==> config.mk <==
export PLATFORM = sky130hd
export DESIGN_NAME = rmq_sqrt_cell
export DESIGN_NICKNAME = d
export VERILOG_FILES = /design/src/hw/rtl/rmq_pkg.sv /design/src/hw/rtl/rmq_sqrt_cell.sv
export SDC_FILE = /design/constraint.sdc
export NUM_CORES = 1
export LEC_CHECK = 0
export BUFFER_PORTS_ARGS = -buffer_cell sky130_fd_sc_hd__buf_2
export CORE_MARGIN = 1
export CORE_UTILIZATION = 45
export CTS_CLUSTER_DIAMETER = 200
export DETAILED_ROUTE_END_ITERATION = 10
export PLACE_DENSITY = 0.89
export SETUP_SLACK_MARGIN = 0.3
export SYNTH_ARGS = -nofsm -noshare
export SYNTH_HDL_FRONTEND = slang
export SYNTH_SLANG_ARGS = --single-unit
==> constraint.sdc <==
create_clock -name clk -period 3.93 [get_ports clk]
set_input_delay 0.1965 -clock clk [delete_from_list [all_inputs] [get_ports clk]]
set_output_delay 0.1965 -clock clk [all_outputs]
set_load 0.005 [all_outputs]
==> src/hw/rtl/rmq_pkg.sv <==
`timescale 1ns / 1ps
`default_nettype none
package rmq_pkg;
  localparam int DATA_WIDTH_DEF = 16;
  localparam int FRAC_BITS_DEF  = 14;

  // which component takes q/2: one of the axes, or w in the trace branch
  typedef enum logic [1:0] {
    SEL_X     = 2'd0,
    SEL_Y     = 2'd1,
    SEL_Z     = 2'd2,
    SEL_TRACE = 2'd3
  } sel_t;

  typedef struct packed {
    sel_t       sel;
    logic       inv;
    logic [2:0] neg;  // sign of each numerator
  } ctl_t;
endpackage
`default_nettype wire

==> src/hw/rtl/rmq_sqrt_cell.sv <==
`timescale 1ns / 1ps
`default_nettype none
// one root bit per cell, restoring digit recurrence
module rmq_sqrt_cell #(
  parameter int QW = 16,
  parameter int PW = 51
) (
  input  wire logic          clk,
  input  wire logic          rst_n,
  input  wire logic          v_i,
  output logic               rdy_o,
  input  wire logic [2*QW-1:0] n_i,
  input  wire logic [QW+1:0] rem_i,
  input  wire logic [QW-1:0] root_i,
  input  wire logic [PW-1:0] pay_i,
  input  wire rmq_pkg::ctl_t ctl_i,
  output logic               v_o,
  input  wire logic          rdy_i,
  output logic [2*QW-1:0]    n_o,
  output logic [QW+1:0]      rem_o,
  output logic [QW-1:0]      root_o,
  output logic [PW-1:0]      pay_o,
  output rmq_pkg::ctl_t      ctl_o
);
  logic              v_r;
  logic [2*QW-1:0]   n_r;
  logic [QW+1:0]     rem_r, rem_nxt, remc, trial;
  logic [QW-1:0]     root_r, root_nxt;
  logic [PW-1:0]     pay_r;
  rmq_pkg::ctl_t     ctl_r;

  always_comb begin
    remc  = {rem_i[QW-1:0], n_i[2*QW-1 -: 2]};
    trial = {root_i, 2'b01};
    if (remc >= trial) begin
      rem_nxt  = remc - trial;
      root_nxt = {root_i[QW-2:0], 1'b1};
    end else begin
      rem_nxt  = remc;
      root_nxt = {root_i[QW-2:0], 1'b0};
    end
  end

  assign rdy_o = !v_r || rdy_i;

  always_ff @(posedge clk) begin
    if (!rst_n) begin
      v_r <= 1'b0;
    end else if (rdy_o) begin
      v_r <= v_i;
    end
  end

  always_ff @(posedge clk) begin
    if (rdy_o && v_i) begin
      n_r    <= {n_i[2*QW-3:0], 2'b00};
      rem_r  <= rem_nxt;
      root_r <= root_nxt;
      pay_r  <= pay_i;
      ctl_r  <= ctl_i;
    end
  end

  assign v_o    = v_r;
  assign n_o    = n_r;
  assign rem_o  = rem_r;
  assign root_o = root_r;
  assign pay_o  = pay_r;
  assign ctl_o  = ctl_r;
endmodule
`default_nettype wire

Word level (Yosys, flattened, before mapping)
Index checks and enable logic that the tools add are counted.
{ "totals": {"reg_bits": 122, "elab_cells": 15, "out_inout_bits": 125} }
{ "op_classes": {"reduce_logical": 3, "order_cmp": 1, "add_sub_neg": 1, "mux": 2} }
{ "ops": {"columns": ["cell", "n"], "rows": [
  ["18-bit greater-or-equal comparator", 1],
  ["18-bit two-way mux", 1],
  ["18-bit subtractor", 1],
  ["1-bit logical AND", 1],
  ["1-bit zero test", 1],
  ["1-bit logical OR", 1],
  ["1-bit two-way mux", 1]
]} }

Depth between registers and ports, before layout
{ "logic_depth": {"depth_word": 3, "depth_mapped": 10, "mapped_depth_nobuf": 9} }

Worst setup path after synthesis
No wires, ideal clock.
{ "synth_timing": {"path_type": "reg2reg", "startpoint": "reg v_r, in the netlist v_o", "endpoint": "reg ctl_r, in the netlist ctl_o[0] (enable)", "t_required_ns": 3.436, "t_arrival_ns": 3.226, "path_stages_with_launch": 3, "setup_slack_ns": 0.210, "period_less_slack_ns": 3.720, "setup_ns": 0.494, "path_cell_list": "dfxtp_1 nand2b_1 and2_1"} }
{ "synth_between": {"elab_chain_len": 3} }
{ "synth_lines": {"columns": ["item", "line", "source"], "rows": [
  ["from (decl)", "rmq_sqrt_cell.sv:25", "logic v_r;"],
  ["from (signal assigned)", "rmq_sqrt_cell.sv:50", "v_r <= v_i;"],
  ["1-bit zero test", "rmq_sqrt_cell.sv:44", "assign rdy_o = !v_r || rdy_i;"],
  ["1-bit logical OR", "rmq_sqrt_cell.sv:44", null],
  ["via rdy_o", "rmq_sqrt_cell.sv:11", "output logic rdy_o,"],
  ["1-bit logical AND", "rmq_sqrt_cell.sv:55", "if (rdy_o && v_i) begin"],
  ["to (signal assigned)", "rmq_sqrt_cell.sv:60", "ctl_r <= ctl_i;"],
  ["to (decl)", "rmq_sqrt_cell.sv:30", "rmq_pkg::ctl_t ctl_r;"]
]} }
The timed path passes the listed nets, and every way through them passes these cells.
A chain may end at the register's enable or synchronous reset.

Worst setup path after layout
{ "layout_timing": {"startpoint": "in root_i[3]", "endpoint": "reg rem_r[7], in the netlist rem_o[7], data pin"} }
{ "layout_between": {"elab_chain_len": 2, "word_cells_on_any_way": 3, "classes_between": "1 x add/sub; 1 x order compare; 1 x mux"} }
{ "layout_lines": {"columns": ["item", "line", "source"], "rows": [
  ["from (decl)", "rmq_sqrt_cell.sv:14", "input wire logic [QW-1:0] root_i,"],
  ["18-bit subtractor or 18-bit greater-or-equal comparator (tied branches)", "rmq_sqrt_cell.sv:36, rmq_sqrt_cell.sv:35", null],
  ["18-bit two-way mux (*)", "rmq_sqrt_cell.sv:35", "if (remc >= trial) begin"],
  ["via rem_nxt[7]", "rmq_sqrt_cell.sv:27", "logic [QW+1:0] rem_r, rem_nxt, remc, trial;"],
  ["to (signal assigned)", "rmq_sqrt_cell.sv:57", "rem_r <= rem_nxt;"],
  ["to (decl)", "rmq_sqrt_cell.sv:27", null]
]} }
The timed path passes the listed nets; every way through them passes the cells marked *.

==> results.txt <==
Count of cell types in the netlist: 44
Length of routed met2 wiring: 8760 µm
Layout cells sized above 1: 0.440
Max_slew headroom: 0.471
Clock sink total: 122
Met3 wire len: 1240 µm
Fin area: 8020 µm²
Worst r2r path cells: 3
Register area share after synthesis: 0.741
Switching power: 0.878 mW
P_int: 2.85 mW
CP max-delay cell: dlygate4sd3_1
Leakage: 3.52 nW
Clk slew on worst S/H paths: 0.06 ns
Die X-Extent: 107 µm
Ys async rst share: 0
Grt total ovfl: 0
Crit path kind: input port to register
R2r endpoint: ctl_o[4]
Gr usage total: 0.287
Clock Tree Buf Depth: 2
Area grow syn2layout: 62.8%
Worst Setup SP: root_i[3]
Height of the chip: 107 µm
Clock share of power: 0.435
I/O pin cnt: 252
Sw Ratio: 0.236
Number of synthesized register bits: 122
Layout fillers: 620
Cell Chain, Critical Path: dlygate4sd3_1 > buf_2 > inv_1 > ha_1 > a21oi_1 > o21ai_0 > o21ai_1 > a21o_1 > and2_4 > inv_8 > mux2_2
Critical Path Stages: 11
CTS H-tree lvls: 4
Final setup fails: 0
Crit path capture: rem_o[7]
Hold Crit Class: input port to register
Pre-Repair DR Iteration Count: 5
Cts bufs inserted: 17
Final cycle utilization of the critical path: 0.658
Core Rows: 37
Cell accounting for the most synthesized area: edfxtp_1
Least-Margin Pin Slew: 0.794 ns
Routed WL: 16,600 µm
Warnings, synthesis: 0
Worst hold slack: 0.0209 ns
Setup TNS: 0 ns
Unrepaired setup endpoints after global routing: no
Number of synthesized flops with an enable pin: 121
Mapped Area: 4930 µm²
Post-DRT Antenna Nets: 0
DRC: 0
I/O Buffers: 247
Critical Path Sink Type: register
Max stage delay on crit path: 0.52 ns
Pin count of the biggest net entering global routing: 64
Commonest non-fill, non-tap cell in the layout: buf_2
Post_cts resized: 0
Mapped Cells: 298
Power Density: 465 nW/µm²
Initial Util: 0.471
Syn Area/Cell: 16.5 µm²
Max Slew Vio Count: 0
CTS tree: done
FMAX: 387 MHz
Fin. Hold Viols: 0
Vias per cell: 5.08
Post-layout util: 0.767
Max Cap Viol: 0
Critical path fanouts, max: 16
Yosys top cell area share: 0.737
Overall Power: 3.73 mW
Peak supply drop: 306 µV
Worst R2R Setup Slack: 2.07 ns
Clk Tree Root Cell: clkbuf_8
Synth area leaders: edfxtp_1, ha_1, mux2_4
Routability cong.: 0.861
Hpwl dp: 9310 µm
Synth Flop Type: edfxtp_1
Most frequent cells in the layout: buf_2, edfxtp_1, dlygate4sd3_1, inv_1
Status: finished clean
Final Critical Period: 2.58 ns
Number of global-route vias before repair: 4,222
Via Count: 4,172
Skew final: 0.00362 ns
Antenna violations before repair: 1
First-pass GRT wire length: 23,400 µm
CP startpoint kind: input port
WP buf/inv: 4
DRT iter0 DRCs: 337
Worst R2R Start: v_o
WL per Instance: 20.2 µm
Core Box Area: 10,500 µm²
Max layer used: met4
Die area: 11,400 µm²
Sequential power share: 0.422
Required @ worst endpoint: 4.18 ns
CP Data Arrival Time: 2.84 ns
Comb pwr share: 0.143
Worst-skew pair later-pin latency: 0.51 ns
Met1 wire length: 5850 µm
Delay-heaviest family, CP: compound AO/OA/AOI/OAI gates
Placed inst area: 6300 µm²
Nets: 816
==> synth_stat cells, drive strengths merged, types with 2 or more instances <==
cell type	count
o21ai	10
xor2	3
nand2b	2
inv	25
a21oi	20
nand2	14
nand4	3
o221ai	2
mux2i	3
nor3b	2
edfxtp	121
a31oi	3
o21a	5
nand3	4
mux2	13
buf	5
o211ai	3
xnor2	10
and2	3
nor2	11
ha	18
a21o	2
nor3	4
==> power by group through the flow <==
stage          sequential (mW)  combinational, mW  clock, mW
2_1_floorplan             1.61              0.219          0
3_3_place_gp              1.58              0.410          0
3_5_place_dp              1.59              0.427          0
4_1_cts                   1.57              0.518       1.62
5_1_grt                   1.58              0.570       1.68
6_report                  1.57              0.535       1.62
==> routing by layer <==
metal	vias to the layer above	GRT usage
li1	1869	-
met4	0	0.159
met3	59	0.0650
met5	-	0
met2	241	0.525
met1	2003	0.303
==> cell families after synthesis <==
kind of cell | count (synthesis) | synth area share
other | 1 | 0.000761
flip-flops | 122 | 0.741
AND/OR/NAND/NOR | 45 | 0.0455
multiplexers | 16 | 0.0411
adder cells (fa/ha/maj) | 18 | 0.0457
XOR/XNOR | 13 | 0.0231
AO/OA/AOI/OAI | 52 | 0.0693
buffers and inverters | 31 | 0.0330
==> registers in the layout, summed over array words and instances, names as in the netlist <==
register  count
rem_o        18
root_o       16
pay_o        51
v_o           1
ctl_o         6
n_o          30
==> worst register-to-register path, delay by kind of cell, from the launching register on <==
kind,cells,cell delay [ns]
simple gates,2,0.79
buf+inv,1,0.40
flops,1,0.31
==> what timing repair did <==
| item | 4_1_cts | 5_1_grt |
|---|---|---|
| buffers inserted | 0 | 0 |
| hold buffers | 111 | 0 |
| hold endpoints to repair | 110 | 0 |
| setup endpoints to repair | 0 | 0 |
==> cell type report <==
class | count | area [µm²] | area share
multi-input cells | 146 | 1120 | 0.139
repair buffers | 359 | 2370 | 0.295
well taps | 136 | 170 | 0.0212
clock inverters | 15 | 196 | 0.0245
diodes | 1 | 2.50 | 0.000312
inverters | 25 | 101 | 0.0126
clock buffers | 17 | 414 | 0.0516
flip-flops and latches | 122 | 3650 | 0.455
==> worst min-delay path by stage <==
stage,start,endpoint,slack [ns],depth (start not counted)
floorplan,ctl_i[0],ctl_o[0],0.30,0
global placement,pay_i[3],pay_o[3],0.37,1
detailed placement,pay_i[38],pay_o[38],0.37,1
CTS,rem_i[1],rem_o[3],0.002,2
global route,rem_i[8],rem_o[10],0.007,2
finish,rem_i[1],rem_o[3],0.02,2
==> stage by stage <==
stage          setup slack, ns  cells
6_report                  1.35    821
5_1_grt                   1.27    821
4_1_cts                   1.40    820
3_5_place_dp              1.40    677
3_3_place_gp              1.45    677
2_1_floorplan             1.56    299
Power figures use the tool's default switching activity.
