--- src/hw/rtl/rmq_pkg.sv ---
`timescale 1ns / 1ps
`default_nettype none
package rmq_pkg;
  localparam int DATA_WIDTH_DEF = 16;
  localparam int FRAC_BITS_DEF  = 14;

  // which component takes q/2: one of the axes, or w in the trace branch
  typedef enum logic [1:0] {
    SEL_X     = 2'd0,
    SEL_Y     = 2'd1,
    SEL_Z     = 2'd2,
    SEL_TRACE = 2'd3
  } sel_t;

  typedef struct packed {
    sel_t       sel;
    logic       inv;
    logic [2:0] neg;  // sign of each numerator
  } ctl_t;
endpackage
`default_nettype wire

--- src/hw/rtl/rmq_div_cell.sv ---
`timescale 1ns / 1ps
`default_nettype none
// one quotient bit per cell for three lanes sharing one divisor
module rmq_div_cell #(
  parameter int QW  = 16,
  parameter int DDW = 32
) (
  input  wire logic             clk,
  input  wire logic             rst_n,
  input  wire logic             v_i,
  output logic                  rdy_o,
  input  wire logic [QW:0]      d_i,
  input  wire logic [3*DDW-1:0] dvd_i,
  input  wire logic [3*(QW+2)-1:0] rem_i,
  input  wire logic [3*DDW-1:0] quo_i,
  input  wire logic [QW-1:0]    half_i,
  input  wire rmq_pkg::ctl_t    ctl_i,
  output logic                  v_o,
  input  wire logic             rdy_i,
  output logic [QW:0]           d_o,
  output logic [3*DDW-1:0]      dvd_o,
  output logic [3*(QW+2)-1:0]   rem_o,
  output logic [3*DDW-1:0]      quo_o,
  output logic [QW-1:0]         half_o,
  output rmq_pkg::ctl_t         ctl_o
);
  logic                  v_r;
  logic [QW:0]           d_r;
  logic [3*DDW-1:0]      dvd_r, dvd_nxt, quo_r, quo_nxt;
  logic [3*(QW+2)-1:0]   rem_r, rem_nxt;
  logic [QW-1:0]         half_r;
  rmq_pkg::ctl_t         ctl_r;
  logic [QW+1:0]         rc [3];

  always_comb begin
    for (int l = 0; l < 3; l++) begin
      rc[l] = {rem_i[l*(QW+2) +: QW+1], dvd_i[l*DDW + DDW-1]};
      dvd_nxt[l*DDW +: DDW] = {dvd_i[l*DDW +: DDW-1], 1'b0};
      if (rc[l] >= {1'b0, d_i}) begin
        rem_nxt[l*(QW+2) +: QW+2] = rc[l] - {1'b0, d_i};
        quo_nxt[l*DDW +: DDW]     = {quo_i[l*DDW +: DDW-1], 1'b1};
      end else begin
        rem_nxt[l*(QW+2) +: QW+2] = rc[l];
        quo_nxt[l*DDW +: DDW]     = {quo_i[l*DDW +: DDW-1], 1'b0};
      end
    end
  end

  assign rdy_o = !v_r || rdy_i;

  always_ff @(posedge clk) begin
    if (!rst_n) begin
      v_r <= 1'b0;
    end else if (rdy_o) begin
      v_r <= v_i;
    end
  end

  always_ff @(posedge clk) begin
    if (rdy_o && v_i) begin
      d_r    <= d_i;
      dvd_r  <= dvd_nxt;
      rem_r  <= rem_nxt;
      quo_r  <= quo_nxt;
      half_r <= half_i;
      ctl_r  <= ctl_i;
    end
  end

  assign v_o    = v_r;
  assign d_o    = d_r;
  assign dvd_o  = dvd_r;
  assign rem_o  = rem_r;
  assign quo_o  = quo_r;
  assign half_o = half_r;
  assign ctl_o  = ctl_r;
endmodule
`default_nettype wire

--- config.mk ---
export PLATFORM = sky130hd
export DESIGN_NAME = rmq_div_cell
export DESIGN_NICKNAME = d
export VERILOG_FILES = /design/src/hw/rtl/rmq_pkg.sv /design/src/hw/rtl/rmq_div_cell.sv
export SDC_FILE = /design/constraint.sdc
export NUM_CORES = 1
export LEC_CHECK = 0
export BUFFER_PORTS_ARGS = -buffer_cell sky130_fd_sc_hd__buf_4
export CAP_MARGIN = 40
export CORE_AREA = 2 2 225 227
export CTS_CLUSTER_SIZE = 16
export DETAILED_ROUTE_END_ITERATION = 10
export DIE_AREA = 0 0 227 229
export HOLD_SLACK_MARGIN = 0.15
export PLACE_DENSITY = 0.44
export SLEW_MARGIN = 20
export SYNTH_ARGS = -nofsm -noshare
export SYNTH_HDL_FRONTEND = slang
export SYNTH_SLANG_ARGS = --single-unit
--- constraint.sdc ---
create_clock -name clk -period 17.5 [get_ports clk]
set_clock_uncertainty 0.15 [all_clocks]
set_input_delay 2.625 -clock clk [delete_from_list [all_inputs] [get_ports clk]]
set_output_delay 2.625 -clock clk [all_outputs]
set_load 0.02 [all_outputs]
# After elaboration in Yosys (flattened, before gate mapping)
# Cells that the tools add are included.
totals:
  ff_bits: 283
  input_bits: 289
  out_inout_bits: 287
  elab_cells: 24
classes:
  n_addsub: 3
  order_cmp: 3
  n_mux: 6
  reduce_logical: 3
op_table:
  columns: ["op", "count"]
  rows:
  - ["18-bit by 17-bit greater-or-equal comparator with 1-bit output", 3]
  - ["18-bit two-way mux", 3]
  - ["18-bit by 17-bit subtractor with 18-bit output", 3]
  - ["1-bit two-way mux", 3]
  - ["1-bit logical AND", 1]
  - ["1-bit logical NOT", 1]
  - ["1-bit logical OR", 1]

# Logic depth before layout (Yosys ltp)
depth:
  word_depth: 3
  mapped_depth: 12
  ltp_nobuf: 10

# Worst setup path before layout
# OpenSTA, ideal clock, no wires.
synth_path:
  path_kind: "input -> register"
  start: "in rdy_i"
  end: "reg ctl_r (netlist bit ctl_o[0]), enable pin"
  setup_ns: 0.678
  arrival_time_ns: 9.314
  required_ns: 16.672
  path_slack_ns: 7.357
  stages: 2
  n_path_buf: 0
  cell_sequence: "nand2b_1 -> and2_1"
synth_between:
  elab_chain_len: 2
synth_lines:
  columns: ["item", "line_no", "rtl"]
  rows:
  - ["start, declared", "rmq_div_cell.sv:19", "input wire logic rdy_i,"]
  - ["1-bit logical OR", "rmq_div_cell.sv:49", "assign rdy_o = !v_r || rdy_i;"]
  - ["1-bit logical AND", "rmq_div_cell.sv:60", "if (rdy_o && v_i) begin"]
  - ["end signal, assigned", "rmq_div_cell.sv:66", "ctl_r <= ctl_i;"]
  - ["end, declared", "rmq_div_cell.sv:32", "rmq_pkg::ctl_t ctl_r;"]
# Every way passes these cells.
# A chain may end at the register's enable or synchronous reset.

# Final worst setup path
layout_path:
  start: "in rdy_i"
  end: "out rdy_o"
layout_between:
  elab_chain_len: 1
layout_lines:
  columns: ["item", "line_no", "rtl"]
  rows:
  - ["1-bit logical OR", "rmq_div_cell.sv:49", null]
  - ["end, declared", "rmq_div_cell.sv:11", "output logic rdy_o,"]
# Every way passes these cells.

==> flow_summary.json <==
{
  "path_clk_slew_ns": 0.06,
  "final_cell_mix": "571 x buf_4, 282 x edfxtp_1, 51 x ha_1",
  "drtPass1Iterations": 4,
  "io_buffers": 566,
  "initial_utilization_pct": 24.3,
  "cpMostUsedCell": "buf_4",
  "post-route-period-util_pct": 33.3,
  "drc": 0,
  "power_w": 0.00189,
  "power_frac_seq_pct": 43.7,
  "setup_viol_count_final": 0,
  "cts_made_buffers": 36,
  "post_cts_buffers": 0,
  "drv_slew": 0,
  "yosysWarnings": 0,
  "io-pin-count": 576,
  "utilization_pct": 36.8,
  "viasPerCell": 4.34,
  "overflow": 0,
  "die_w_um": 227,
  "final_common_cell": "buf_4",
  "cts_hold_buf": 0,
  "first_iter_violations": 404,
  "yosys.area_share.simple_pct": 6.21,
  "power.leakage_nw": 7.63,
  "drt_wl_total_mm": 44.6,
  "combinationalPowerShare_pct": 19.4,
  "power_density_mw_per_mm2": 103,
  "insertion_delay_ns": 0.52,
  "setup_tns_ns": 0,
  "syn_inst": 793,
  "grt_use_total_pct": 16.4,
  "grt_pass1_vias": 8953,
  "async_reset_ff_share_pct": 0,
  "synthAdderAreaFrac_pct": 5.77,
  "hp-class": "flop to flop",
  "cts_sinks": 283,
  "wire_per_inst_um": 21.4,
  "detail-route-antenna-nets": 0,
  "ys.flop_type": "edfxtp_1",
  "endpoint_kind": "output port",
  "place.gp.congestion": 0.803,
  "grt_max_degree": 159,
  "synthXorXnorAreaFrac_pct": 2.17,
  "p_int_w": 0.00138,
  "crit_path_max_incr_delay_ns": 0.17,
  "htreeDepth": 2,
  "ys_seq_area_share_pct": 70.2,
  "cts_buffer_depth": 3,
  "ir_worst_vdd_mv": 0.0576,
  "rsz0062_at_grt": "false",
  "finalHoldWorstSlack_ns": 0.390,
  "yosysUniqueCellTypes": 63,
  "netlist_area_sq_mm": 0.0121,
  "pwr-share-clk_pct": 36.9,
  "syn_area_per_cell_sq_um": 15.2,
  "finalNetCount": 1729,
  "critPathKind": "input port to output port",
  "n_fill_cell": 4938,
  "synth-seq-cells": 283,
  "critPathSlowestCell": "buf_4",
  "crit_chain": "buf_4 > nand2b_1 > buf_4",
  "fin_crit_ns": 5.83,
  "num_antenna_cells": 0,
  "row_count": 82,
  "root_buffer": "clkbuf_16",
  "drive_above_1_share_pct": 46.9,
  "finalHoldViolCount": 0,
  "antenna_found_initial": 7,
  "synth_compound_area_share_pct": 10.3,
  "die_y_um": 229,
  "p_sw_w": 0.000502,
  "synth_mux_area_share_pct": 3.21,
  "dp_hpwl_mm": 35.4,
  "outcome": "completed",
  "slew_headroom_pct": 32.8,
  "cp_data_required_time_ns": 14.73,
  "fp.coreArea_sq_mm": 0.0497,
  "fmax_mhz": 172,
  "syn_to_final_growth_pct": 51.0,
  "worstMarginPinSlew_ns": 1.01,
  "cp-start-kind": "input port",
  "cts_resized": 0,
  "vias": 9050,
  "cp_max_fo": 3,
  "cts_tree": "yes",
  "synth_edf_count": 282,
  "grt_pass1_wl_mm": 61.8,
  "max-cap-violations": 0,
  "arrival_ns": 3.05,
  "synth_top_family_by_area": "compound AO/OA/AOI/OAI gates",
  "die_area_sq_mm": 0.0520,
  "p_sw_share_pct": 26.6
}
## registers in the layout (all words and copies together) (netlist names)
register and count:
dvd_o 93, d_o 17, quo_o 96, rem_o 54
ctl_o 6, half_o 16, v_o 1
## critical path: cells and delay by family
family        cells  cell delay, ns
buf+inv           2            0.27
simple gates      1            0.16
## layout make-up
cell class | count | area, sq um | area share [%]
inverter | 39 | 146 | 0.802
sequential | 283 | 8490 | 46.5
tap | 672 | 841 | 4.60
clock buffer | 48 | 946 | 5.18
multi-input combinational | 453 | 3360 | 18.4
clock inverter | 16 | 140 | 0.767
timing repair buffer | 573 | 4330 | 23.7
## power groups by stage
stage	combinational (W)	sequential [W]	clock, W
global placement	0.000370	0.000836	0
finish	0.000366	0.000823	0.000696
CTS	0.000372	0.000824	0.000725
global route	0.000395	0.000828	0.000750
detailed placement	0.000370	0.000837	0
floorplan	0.000134	0.000908	0
## kinds of logic (layout without fill, tap and decap cells)
| family | after synthesis | in the layout |
|---|---|---|
| buffers and inverters | 59 | 676 |
| adder cells (fa/ha/maj) | 54 | 54 |
| AO/OA/AOI/OAI | 180 | 180 |
| flip-flops | 283 | 283 |
| other | 1 | 3 |
| multiplexers | 33 | 33 |
| XOR/XNOR | 30 | 30 |
| AND/OR/NAND/NOR | 153 | 153 |
## cell usage after synthesis (2+ instances only)
cell type,count,area share [%]
nor2_1,45,1.4
mux2i_1,5,0.41
mux2_2,22,2.0
inv_1,39,1.2
nor3_1,10,0.41
mux2_4,6,0.75
and4_1,2,0.14
o21bai_1,5,0.31
or2_2,4,0.21
a211oi_1,8,0.50
a21o_1,15,0.93
a311o_1,3,0.25
nand2_1,31,0.96
nor4_1,5,0.26
or3_1,6,0.31
a211o_1,5,0.36
o211ai_1,7,0.43
buf_2,5,0.21
fa_1,3,0.50
o31a_1,2,0.14
xnor2_1,21,1.5
buf_6,2,0.19
nand4_1,7,0.36
clkbuf_1,10,0.31
ha_1,51,5.3
a221oi_1,4,0.29
o31ai_1,6,0.37
o2111ai_1,4,0.29
a21oi_1,48,2.0
edfxtp_1,282,70
and3_1,5,0.26
a31o_2,5,0.36
nor2b_1,12,0.62
buf_4,3,0.19
a31oi_1,11,0.57
a21boi_0,3,0.19
o2bb2ai_1,2,0.14
o21ai_0,28,1.2
xor2_1,9,0.65
o21a_1,11,0.68
nand2b_1,4,0.21
nand3_1,16,0.66
## final timing paths
kind | from | to | slack (ns) | depth (start not counted)
worst max register to register | v_o$_SDFFE_PN0N_ | rem_o[25]$_DFFE_PP_ | 14.98 | 4
worst max-delay path | rdy_i | rdy_o | 11.67 | 3
worst min register to register | v_o$_SDFFE_PN0N_ | v_o$_SDFFE_PN0N_ | 0.39 | 2
worst min-delay path | v_o$_SDFFE_PN0N_ | v_o$_SDFFE_PN0N_ | 0.39 | 2
## metrics by stage
stage	area, sq um	setup WS, ns	cells
2_1_floorplan	12100	7.36	795
3_3_place_gp	17100	11.66	2019
3_5_place_dp	17200	11.67	2020
4_1_cts	18300	11.67	2084
5_1_grt	18300	11.65	2084
6_report	18300	11.67	2084
## routing by layer
layer | global-route usage [%] | share of wire, %
met1 | 17.5 | 36
met2 | 29.3 | 51
met3 | 6.95 | 10
met4 | 4.39 | 2.3
met5 | 0 | 0.19
No activity file was read; power rests on OpenSTA's default activity.
