[config.mk]
export PLATFORM = sky130hd
export DESIGN_NAME = rmq_front
export DESIGN_NICKNAME = d
export VERILOG_FILES = /design/src/hw/rtl/rmq_pkg.sv /design/src/hw/rtl/rmq_front.sv
export SDC_FILE = /design/constraint.sdc
export NUM_CORES = 1
export LEC_CHECK = 0
export ABC_AREA = 0
export BUFFER_PORTS_ARGS = -buffer_cell sky130_fd_sc_hd__buf_2
export CELL_PAD_IN_SITES_DETAIL_PLACEMENT = 1
export CELL_PAD_IN_SITES_GLOBAL_PLACEMENT = 1
export CORE_ASPECT_RATIO = 0.8
export CORE_MARGIN = 1
export CORE_UTILIZATION = 37
export DETAILED_ROUTE_END_ITERATION = 10
export PLACE_DENSITY_LB_ADDON = 0.1
export SYNTH_ARGS = -nofsm -noshare
export SYNTH_HDL_FRONTEND = slang
export SYNTH_SLANG_ARGS = --single-unit
[constraint.sdc]
create_clock -name clk -period 10.25 [get_ports clk]
set_clock_uncertainty 0.2 [all_clocks]
set_input_delay 0 -clock clk [delete_from_list [all_inputs] [get_ports clk]]
set_output_delay 0 -clock clk [all_outputs]
set_load 0.03 [all_outputs]
[src/hw/rtl/rmq_pkg.sv]
`timescale 1ns / 1ps
`default_nettype none
package rmq_pkg;
  localparam int DATA_WIDTH_DEF = 16;
  localparam int FRAC_BITS_DEF  = 14;

  // which component takes q/2: one of the axes, or w in the trace branch
  typedef enum logic [1:0] {
    SEL_X     = 2'd0,
    SEL_Y     = 2'd1,
    SEL_Z     = 2'd2,
    SEL_TRACE = 2'd3
  } sel_t;

  typedef struct packed {
    sel_t       sel;
    logic       inv;
    logic [2:0] neg;  // sign of each numerator
  } ctl_t;
endpackage
`default_nettype wire

[src/hw/rtl/rmq_front.sv]
`timescale 1ns / 1ps
`default_nettype none
module rmq_front #(
  parameter int DW = rmq_pkg::DATA_WIDTH_DEF,
  parameter int FB = rmq_pkg::FRAC_BITS_DEF,
  localparam int AW = ((DW > FB + 1) ? DW : FB + 1) + 3
) (
  input  wire logic                 clk,
  input  wire logic                 rst_n,
  input  wire logic                 v_i,
  output logic                      rdy_o,
  input  wire logic signed [DW-1:0] m00,
  input  wire logic signed [DW-1:0] m01,
  input  wire logic signed [DW-1:0] m02,
  input  wire logic signed [DW-1:0] m10,
  input  wire logic signed [DW-1:0] m11,
  input  wire logic signed [DW-1:0] m12,
  input  wire logic signed [DW-1:0] m20,
  input  wire logic signed [DW-1:0] m21,
  input  wire logic signed [DW-1:0] m22,
  output logic                      v_o,
  input  wire logic                 rdy_i,
  output logic [AW-2:0]             arg_o,
  output logic [3*(DW+1)-1:0]       mag_o,
  output rmq_pkg::ctl_t             ctl_o
);
  localparam logic signed [AW-1:0] ONE = AW'(1) << FB;

  logic signed [AW-1:0] e00, e01, e02, e10, e11, e12, e20, e21, e22;
  logic signed [AW-1:0] trace, a;
  logic signed [AW-1:0] n [3];
  rmq_pkg::sel_t        isel;
  logic                 v_r;
  logic [AW-2:0]        arg_r, arg_nxt;
  logic [3*(DW+1)-1:0]  mag_r, mag_nxt;
  rmq_pkg::ctl_t        ctl_r, ctl_nxt;

  assign e00 = AW'(m00);
  assign e01 = AW'(m01);
  assign e02 = AW'(m02);
  assign e10 = AW'(m10);
  assign e11 = AW'(m11);
  assign e12 = AW'(m12);
  assign e20 = AW'(m20);
  assign e21 = AW'(m21);
  assign e22 = AW'(m22);
  assign trace = e00 + e11 + e22;

  always_comb begin
    isel = (e11 > e00) ? rmq_pkg::SEL_Y : rmq_pkg::SEL_X;
    if (e22 > ((isel == rmq_pkg::SEL_Y) ? e11 : e00)) isel = rmq_pkg::SEL_Z;
  end

  always_comb begin
    a = '0;
    n[0] = '0;
    n[1] = '0;
    n[2] = '0;
    ctl_nxt.inv = 1'b0;
    if (trace > 0) begin
      ctl_nxt.sel = rmq_pkg::SEL_TRACE;
      a    = trace + ONE;
      n[0] = e21 - e12;
      n[1] = e02 - e20;
      n[2] = e10 - e01;
    end else begin
      ctl_nxt.sel = isel;
      unique case (isel)
        rmq_pkg::SEL_X: begin
          a    = e00 - e11 - e22 + ONE;
          n[0] = e21 - e12;
          n[1] = e10 + e01;
          n[2] = e20 + e02;
        end
        rmq_pkg::SEL_Y: begin
          a    = e11 - e22 - e00 + ONE;
          n[0] = e02 - e20;
          n[1] = e21 + e12;
          n[2] = e01 + e10;
        end
        default: begin
          a    = e22 - e00 - e11 + ONE;
          n[0] = e10 - e01;
          n[1] = e02 + e20;
          n[2] = e12 + e21;
        end
      endcase
      ctl_nxt.inv = (a <= 0);
    end
    arg_nxt = a[AW-2:0];
    for (int l = 0; l < 3; l++) begin
      ctl_nxt.neg[l] = n[l][AW-1];
      mag_nxt[l*(DW+1) +: DW+1] = n[l][AW-1] ? (DW+1)'(0) - n[l][DW:0] : n[l][DW:0];
    end
  end

  assign rdy_o = !v_r || rdy_i;

  always_ff @(posedge clk) begin
    if (!rst_n) begin
      v_r <= 1'b0;
    end else if (rdy_o) begin
      v_r <= v_i;
    end
  end

  always_ff @(posedge clk) begin
    if (rdy_o && v_i) begin
      arg_r <= arg_nxt;
      mag_r <= mag_nxt;
      ctl_r <= ctl_nxt;
    end
  end

  assign v_o   = v_r;
  assign arg_o = arg_r;
  assign mag_o = mag_r;
  assign ctl_o = ctl_r;
endmodule
`default_nettype wire

After elaboration in Yosys (flattened, before gate mapping)
Index checks and enable logic that the tools add are counted.
{"block": "word_totals", "ff_bits": 76}
{"block": "op_classes", "mux": 11, "n_lt_le_gt_ge": 4, "n_reduce_logical": 4, "n_eq_ne": 2, "add_sub_neg": 21}
{"op": "$pmux 57 s2", "count": 1}
{"op": "$sub 16x16->17", "count": 6}
{"op": "$add 16x16->17", "count": 4}
{"op": "$add 18x16->19 const B", "count": 3}
{"op": "$mux 57", "count": 1}
{"op": "$sub 17x16->18", "count": 3}
{"op": "$mux 17", "count": 3}
{"op": "$sub 1x17->17 const A", "count": 3}
{"op": "$mux 19", "count": 2}
{"op": "$pmux 19 s2", "count": 1}
{"op": "$gt 16x19->1", "count": 1}
{"op": "$le 19x1->1 const B", "count": 1}
{"op": "$add 17x16->18", "count": 1}
{"op": "$add 18x16->18 const B", "count": 1}
{"op": "$gt 18x1->1 const B", "count": 1}
{"op": "$mux 18", "count": 1}
{"op": "$gt 16x16->1", "count": 1}
{"op": "$eq 2x1->1 const B", "count": 1}
{"op": "$logic_not 2->1", "count": 1}
{"op": "$mux 2", "count": 1}
{"op": "$eq 1x1->1 const B", "count": 1}
{"op": "$logic_and 1x1->1", "count": 1}
{"op": "$logic_not 1->1", "count": 1}
{"op": "$logic_or 1x1->1", "count": 1}
{"op": "$mux 1", "count": 1}

Depth between registers and ports, before layout
{"block": "depth", "ltp_word": 11, "ltp_mapped": 39}

Worst setup path before layout
OpenSTA, ideal clock, no wires.
{"block": "synth_path", "path_kind": "input to register", "startpoint": "input port m00[1]", "endpoint": "register mag_r[46], in the netlist mag_o[46], data pin", "n_path_buf": 13, "slack_ns": 3.230, "t_arrival_ns": 6.551, "setup_ns": 0.269, "path_stages": 38, "cell_sequence": "inv_1 ha_1 nor2b_1 o21a_1 o311a_1 nor4_4 or2_1 buf_6 buf_8 buf_2 buf_2 buf_2 buf_1 clkbuf_1 nor2_1 a21oi_1 ha_1 and3_1 [... 2 more ...] a21oi_1 or2_2 buf_2 buf_2 buf_2 buf_2 buf_2 clkbuf_1 a31oi_1 a21oi_1 ha_1 nand2_1 nor2_1 nand4_1 o21ai_1 and2_1 a21oi_1 xor2_1"}
{"block": "synth_between", "elab_chain_cells": 11}
{"element": "start, declared", "line": "rmq_front.sv:12", "rtl": "input wire logic signed [DW-1:0] m00,"}
{"element": "parallel branches: the longest is 8 deep, another holds $add 17x16->18"}
{"element": "$mux 57 *", "line": "rmq_front.sv:60", "rtl": "if (trace > 0) begin"}
{"element": "$sub 1x17->17", "line": "rmq_front.sv:93", "rtl": "mag_nxt[l*(DW+1) +: DW+1] = n[l][AW-1] ? (DW+1)'(0) - n[l][DW:0] : n[l][DW:0];"}
{"element": "$mux 17 *", "line": "rmq_front.sv:93"}
{"element": "net mag_nxt[46]", "line": "rmq_front.sv:35", "rtl": "logic [3*(DW+1)-1:0] mag_r, mag_nxt;"}
{"element": "end signal, assigned", "line": "rmq_front.sv:110", "rtl": "mag_r <= mag_nxt;"}
{"element": "end, declared", "line": "rmq_front.sv:35"}
Mark *: on every way through the listed nets, which the timed path passes.
A chain may end at the register's enable or synchronous reset.

Final worst setup path
{"block": "layout_path", "startpoint": "input port m22[0]", "endpoint": "register mag_r[48], in the netlist mag_o[48], data pin"}
{"block": "layout_between", "elab_chain_cells": 7}
{"element": "start, declared", "line": "rmq_front.sv:20", "rtl": "input wire logic signed [DW-1:0] m22,"}
{"element": "parallel branches: the longest is 4 deep, another holds $add 17x16->18"}
{"element": "$mux 57 *", "line": "rmq_front.sv:60"}
{"element": "$sub 1x17->17", "line": "rmq_front.sv:93"}
{"element": "$mux 17 *", "line": "rmq_front.sv:93"}
{"element": "net mag_nxt[48]", "line": "rmq_front.sv:35"}
Marked as above.

==> flow_summary.json <==
{
  "yosys_most_used_dff": "edfxtp_1",
  "ys_seq_elements": 76,
  "synth_largest_area_cell": "ha_1",
  "synthCells": 2022,
  "clk_pin_slew_worst_paths_ns": 0.06,
  "worstMarginPinSlew_ns": 1.09,
  "die_w_um": 238,
  "yosys.area.top_type_share": 0.197,
  "status": "completed",
  "ir_drop_mv": 0.0886,
  "clk_latency_ns": 0.36,
  "portBuffers": 224,
  "cp_slowest_cell": "nand2_2",
  "via_count": 15620,
  "yosys_warnings": 0,
  "p_leak_nw": 8.27,
  "async_reset_ff_frac": 0,
  "setup_violations": 0,
  "postCtsHoldBufs": 4,
  "synth-seq-area-share": 0.138,
  "overflow": 0,
  "ys_types": 96,
  "p_per_area_nw_per_um2": 183,
  "regArea_um2": 2270,
  "multi_input_area_um2": 13100,
  "syn-num-nets": 2503,
  "diodes": 0,
  "post-cts-setup-buffers": 0,
  "dieArea_um2": 45300,
  "cts_made_buffers": 9,
  "maxSlewViolCount": 0,
  "postSynthAreaPerCell_um2": 8.12,
  "grt_start_max_net_pins": 76,
  "critPathKind": "in -> reg",
  "cp-end-kind": "flip-flop",
  "grt_pass1_wl_mm": 92.4,
  "ant_nets": 0,
  "synth.area.top_cells": "ha_1, edfxtp_1, fa_1",
  "critPathMaxStageDelay_ns": 0.87,
  "drt_iter0_drc": 1133,
  "fin_crit_ns": 7.52,
  "wl_mm": 60.5,
  "grt_pass1_vias": 15673,
  "netlist_area_um2": 16400,
  "routed_via_density": 5.60,
  "drive_above_1_share": 0.139,
  "drc": 0,
  "synth_commonest_cells": "ha_1, nor2_1, inv_1, a21oi_1, nand2_1",
  "grt_use_total": 0.266,
  "finalHoldViolCount": 0,
  "post-route-period-util": 0.733,
  "place_inst": 2770,
  "grt_setup_unrepaired": "no",
  "die_h_um": 190,
  "routedWlPerCell_um": 21.7,
  "cts_htree_levels": 3,
  "dr.pass1.iters": 5,
  "synth_enable_flop_cells": 75,
  "clk_path_buf_depth": 2,
  "hp-class": "in -> out",
  "fmax_mhz": 133,
  "fill_cells": 5305,
  "layout.nets": 2671,
  "instances_no_fill": 2790,
  "core-area_um2": 43500,
  "maxSlewHeadroom": 0.275,
  "maxCapViolCount": 0,
  "totalPowerFinal_w": 0.00337,
  "critPathRequiredTime_ns": 10.15,
  "num_rows": 68,
  "cts_tree": "done",
  "tns_ns": 0,
  "clock_sinks": 76,
  "syn_to_final_growth_pct": 11.9,
  "crit_fanout": 44,
  "critical_path.startpoint_type": "primary input",
  "clockRootBuffer": "clkbuf_16",
  "hold_ws_ns": 0.216,
  "yosysMostFrequentCell": "ha_1",
  "antenna_found_initial": 3,
  "ctsResizeCount": 0,
  "initial_core_util": 0.378,
  "gp_congestion": 0.903,
  "arrival_ns": 7.41,
  "boundaryPins": 225,
  "place.detailed.hpwl_mm": 51.2
}
-- through the flow --
stage / utilization / cell area (µm²) / worst slack, ns
final: 0.423 / 18400 / 2.73
after floorplan: - / 16400 / 3.23
after global routing: 0.423 / 18400 / 2.29
after global placement: 0.414 / 18000 / 3.01
after detailed placement: 0.414 / 18000 / 2.69
after CTS: 0.423 / 18400 / 2.92
-- placed cells by master (no fill, tap or decap), types with 57 or more instances in the layout --
cell | synthesis | final
nor3_1 | 57 | 57
edfxtp_1 | 75 | 75
buf_2 | 27 | 225
a21oi_1 | 180 | 180
fa_1 | 74 | 74
ha_1 | 259 | 259
inv_1 | 193 | 193
nand2_1 | 132 | 131
nor2_1 | 195 | 193
o21ai_0 | 92 | 92
xnor2_1 | 122 | 122
-- cell families after synthesis --
group	count (synthesis)	synth area share
xor gates and xnor gates	169	0.0901
and+or+nand+nor	581	0.172
buffers and inverters	274	0.0676
muxes	37	0.0229
adders and majority gates	333	0.287
AOI/OAI and AO/OA	552	0.222
DFF	76	0.138
-- where the power goes --
part           internal [W]  leakage [nW]  switching (W)  total (W)
clock              0.000221         0.160       0.000148   0.000369
sequential         0.000516         0.732      0.0000561   0.000572
combinational      0.000840          7.37        0.00159    0.00243
-- state kept, by name, indices dropped and copies added (netlist names) --
register,flops
arg_o,18
mag_o,51
ctl_o,6
v_o,1
-- critical path, delay by kind of cell --
| kind | cells | cell delay [ns] |
|---|---|---|
| buf+inv | 4 | 0.87 |
| xor+xnor | 2 | 0.30 |
| simple gates | 13 | 2.98 |
| compound gates | 8 | 1.89 |
| fa+ha+maj | 5 | 1.35 |
-- final timing paths --
check	startpoint	endpoint	slack, ns	depth (start not counted)
min reg2reg	v_o	v_o	0.90	3
max reg2reg	v_o	mag_o[19]	8.22	3
min	rdy_i	rdy_o	0.22	3
max	m22[0]	mag_o[48]	2.73	32
-- metal layers --
layer / wire length (µm) / GRT usage / vias up
met3: 3370 / 0.0276 / 27
met5: 0 / 0 / -
met4: 495 / 0.0325 / 0
met1: 31300 / 0.411 / 7709
met2: 25300 / 0.404 / 416
li1: - / - / 7468
-- area by class of cell --
cell class / instances / area share
multi-input cells: 1672 / 0.711
clock inverters: 5 / 0.00449
inverters: 193 / 0.0394
clock buffers: 11 / 0.0132
well taps: 595 / 0.0405
repair buffers: 238 / 0.0678
flip-flops and latches: 76 / 0.124
Power figures use the tool's default switching activity.
